[src/hw/rtl/lbph_pkg.sv]
package lbph_pkg;

    // Item kinds on the input channel.
    localparam logic [1:0] KIND_PIXEL = 2'd0;
    localparam logic [1:0] KIND_READ  = 2'd1;
    localparam logic [1:0] KIND_CLEAR = 2'd2;

    // Configuration register indexes.
    localparam logic CFG_IMAGE_WIDTH  = 1'b0;
    localparam logic CFG_IMAGE_HEIGHT = 1'b1;

    localparam int CFG_INDEX_W = 1;
    localparam int CFG_DATA_W  = 11;
    localparam int IMG_WIDTH_W  = 9;
    localparam int IMG_HEIGHT_W = 11;
    localparam logic [IMG_WIDTH_W-1:0]  IMG_WIDTH_RESET  = 9'd200;
    localparam logic [IMG_HEIGHT_W-1:0] IMG_HEIGHT_RESET = 11'd180;
    localparam int MIN_SIZE = 3;

    localparam int PIXEL_W     = 8;
    localparam int CODE_W      = 8;
    localparam int NUM_BINS    = 256;
    localparam int BIN_VALUE_W = 18;

    localparam int DEF_MAX_WIDTH  = 256;
    localparam int DEF_MAX_HEIGHT = 1024;
    localparam int DEF_COUNT_BITS = 18;

    // Commands from the controller to the datapath.
    typedef struct packed {
        logic load;  // latch the accepted item
        logic look;  // read line store, and the histogram for a bin read
        logic calc;  // form the code, read its bin, update line stores, advance window and counters
        logic emit;  // write the result register and the histogram
    } ctl_cmd_t;

    // Status from the datapath to the controller.
    typedef struct packed {
        logic [1:0] kind;
    } ctl_sts_t;

endpackage

[src/hw/rtl/lbph_ctrl.sv]
module lbph_ctrl (
    input  logic              aclk,
    input  logic              aresetn,
    input  logic              s_valid,
    output logic              s_ready,
    output logic              m_valid,
    input  logic              m_ready,
    input  lbph_pkg::ctl_sts_t sts,
    output lbph_pkg::ctl_cmd_t cmd
);

    typedef enum logic [1:0] {
        ST_IDLE,
        ST_LOOK,
        ST_CALC,
        ST_EMIT
    } state_t;

    state_t state_reg;
    logic   out_valid_reg;

    always_comb begin
        cmd.load = (state_reg == ST_IDLE) && s_valid;
        cmd.look = (state_reg == ST_LOOK);
        cmd.calc = (state_reg == ST_CALC);
        cmd.emit = (state_reg == ST_EMIT) && (!out_valid_reg || m_ready);
    end

    assign s_ready = (state_reg == ST_IDLE);
    assign m_valid = out_valid_reg;

    always_ff @(posedge aclk) begin
        if (!aresetn) begin
            state_reg     <= ST_IDLE;
            out_valid_reg <= 1'b0;
        end else begin
            if (cmd.emit) begin
                out_valid_reg <= 1'b1;
            end else if (m_ready) begin
                out_valid_reg <= 1'b0;
            end
            unique case (state_reg)
                ST_IDLE: begin
                    if (s_valid) begin
                        state_reg <= ST_LOOK;
                    end
                end
                ST_LOOK: begin
                    if (sts.kind == lbph_pkg::KIND_PIXEL) begin
                        state_reg <= ST_CALC;
                    end else begin
                        state_reg <= ST_EMIT;
                    end
                end
                ST_CALC: begin
                    state_reg <= ST_EMIT;
                end
                ST_EMIT: begin
                    if (cmd.emit) begin
                        state_reg <= ST_IDLE;
                    end
                end
                default: begin
                    state_reg <= ST_IDLE;
                end
            endcase
        end
    end

endmodule

[config.mk]
export PLATFORM = sky130hd
export DESIGN_NAME = lbph_ctrl
export DESIGN_NICKNAME = d
export VERILOG_FILES = /design/src/hw/rtl/lbph_pkg.sv /design/src/hw/rtl/lbph_ctrl.sv
export SDC_FILE = /design/constraint.sdc
export NUM_CORES = 1
export LEC_CHECK = 0
export ABC_CLOCK_PERIOD_IN_PS = 4000
export BUFFER_PORTS_ARGS = -buffer_cell sky130_fd_sc_hd__buf_2
export CAP_MARGIN = 20
export CORE_AREA = 3 3 40 42
export DETAILED_ROUTE_END_ITERATION = 8
export DIE_AREA = 0 0 43 45
export PLACE_DENSITY_LB_ADDON = 0.05
export SYNTH_ARGS = -nofsm -noshare
export SYNTH_HDL_FRONTEND = slang
export SYNTH_SLANG_ARGS = --single-unit
[constraint.sdc]
create_clock -name aclk -period 4 [get_ports aclk]
set_input_delay 0 -clock aclk [delete_from_list [all_inputs] [get_ports aclk]]
set_output_delay 0 -clock aclk [all_outputs]
set_load 0.005 [all_outputs]
==> run_results.csv <==
group,metric,value,unit
critical_path,cp.arrival,1.63,ns
synthesis,synth_top_cell_by_area,"dfxtp_1",
floorplan,fp.dieW,43,um
sta,period_minus_slack,1.51,ns
final_layout,multi_input_area,153,um2
sta,finClkSkew,0.00143,ns
clock_network,root_buffer,"clkbuf_4",
clock_network,postCtsHoldBufs,0,
global_routing,grt_max_degree,6,
final_layout,drive_gt1_share,42.1,%
sta,fmax,664,MHz
sta,finalHoldViolations,0,
clock_network,clock_sinks,3,
critical_path,critPathKind,"flop to flop",
place,io_buffers,11,
floorplan,core_area,0.00128,mm2
global_routing,antenna_found_initial,0,
synthesis,synth_edf_count,0,
synthesis,synth.most_common_cell,"ha_1",
global_routing,grt_first_pass_wirelength,841,um
final_layout,syn_to_final_growth,45.5,%
floorplan,die_h,45,um
critical_path,critPathMaxFanout,5,
synthesis,synth_common_cells,"ha_1, dfxtp_1, o21a_1",
clock_network,clk_path_buf_depth,2,
synthesis,synth_seq_area_share,27.3,%
floorplan,rows,13,
final_layout,register_area,60.1,um2
synthesis,ys_warn_count,0,
critical_path,worst_setup_path_end_kind,"flop",
power,peakVddDrop,149,uV
sta,period_share,37.6,%
clock_network,htreeDepth,1,
synthesis,syn-instance-count,23,
synthesis,yosys-top-cells-area,"dfxtp_1, ha_1, o21a_1",
sta,finalSetupViolCount,0,
global_routing,grt_pass1_vias,206,
sta,hold-worst-slack,0.00660,ns
flow_run,maxCapViolCount,0,
routing,firstDrtPassIters,4,
final_layout,largest_register_ffs,2,
place,hpwl,411,um
floorplan,initial_core_util,17.1,%
final_layout,fillers,142,
place,gp_congestion,0.631,
synthesis,synth-main-ff-cell,"dfxtp_1",
clock_network,cts_tree,"yes",
floorplan,ioPinCount,12,
synthesis,synth_cell_types,14,
routing,drc,0,
clock_network,ctsResizeCount,0,
sta,worstMarginPinSlew,0.191,ns
clock_network,cts-buffers-inserted,3,
outcome,outcome,"finished clean",
routing,ant_nets,0,
final_layout,final_nets,49,
routing,vias,210,
synthesis,synthesis.area,220,um2
routing,vias_per_cell,3.96,
sta,finalSetupTns,0,ns
global_routing,grt_usage,6.90,%
clock_network,insertion_delay,0.23,ns
hold_path,hold_path_class,"input pin to flop",
sta,rsz0062_at_grt,"no",
routing,wl_per_cell,9.34,um
synthesis,synth-seq-cells,3,
floorplan,die_area,0.00194,mm2
clock_network,cts_setup_buffers,0,
critical_path,start_kind,"flop",
synthesis,synthDominantCellAreaShare,27.3,%
synthesis,synth_fp_nets,33,
sta,slew_violations,0,
critical_path,cp_data_required_time,4.12,ns
routing,drt-initial-drc-count,1,
sta,relSlewSlack,87.1,%
routing,routed_wl,495,um
final_layout,diodes,0,
power,powerDensity,652,mW/mm2
synthesis,async_flop_share,0,%
clock_network,cts.clk_slew.worst_paths,0.04,ns
global_routing,overflow,0,
power,p_leak,0.165,nW
synthesis,syn_area_per_cell,9.57,um2
critical path, cell delays in order, from the launching register on:
cell and delay, ns:
dfxtp_1 0.34, ha_1 0.22, and3b_4 0.20, or4b_1 0.45, and3_1 0.19
report_power, final:
group	internal (mW)	leakage (nW)	switching, mW
Sequential	0.0414	0.0247	0.0106
Clock	0.0374	0.0150	0.0160
Combinational	0.0552	0.125	0.0482
through the flow:
stage / util, % / setup slack (ns) / area (um2) / total power [mW] / std cells
floorplan: - / 2.57 / 220 / 0.120 / 23
global placement: 22.9 / 2.48 / 294 / 0.162 / 49
detailed placement: 22.9 / 2.50 / 294 / 0.160 / 49
CTS: 24.9 / 2.48 / 320 / 0.217 / 53
global route: 24.9 / 2.40 / 320 / 0.236 / 53
finish: 24.9 / 2.49 / 320 / 0.209 / 53
per-layer routing:
layer	routed length [um]	up-vias	global-route usage [%]	share of wire, %
li1	-	108	-	-
met1	228	92	6.47	46
met2	212	10	8.68	43
met3	54	0	3.59	11
met4	0	0	10.8	0
met5	0	-	0	0
worst paths after layout:
kind	startpoint	endpoint	slack [ns]	cells past startpoint
worst max-delay path	state_reg[1]	state_reg[0]	2.49	4
worst min-delay path	aresetn	state_reg[1]	0.007	2
worst max register to register	state_reg[1]	state_reg[0]	2.49	4
worst min register to register	m_valid	m_valid	0.61	2
final cells by class:
class                           instances  share of cell area (%)
Multi-Input combinational cell         18                    47.7
Sequential cell                         3                    18.8
Timing Repair Buffer                   11                    17.2
Clock buffer                            4                    8.20
Inverter                                2                    2.34
Tap cell                               15                    5.86
cell usage in the layout (no fill, tap or decap):
cell      count
and2_1        1
and2b_2       1
and3_1        1
and3b_4       1
buf_2        11
clkbuf_1      1
clkbuf_4      3
dfxtp_1       3
ha_1          4
inv_1         2
nor2_1        1
nor2b_1       2
nor3b_1       1
o21a_1        3
o21ai_0       1
o31ai_1       1
or4b_1        1
cell families (layout without fill, tap and decap cells):
family / Yosys count / after routing / share of synthesized area [%]
fa+ha+maj: 4 / 4 / 22.7
flops: 3 / 3 / 27.3
buf+inv: 2 / 17 / 3.41
compound gates: 5 / 5 / 15.9
simple gates: 9 / 9 / 30.7
Note: power is estimated with default switching activity, not from simulation.
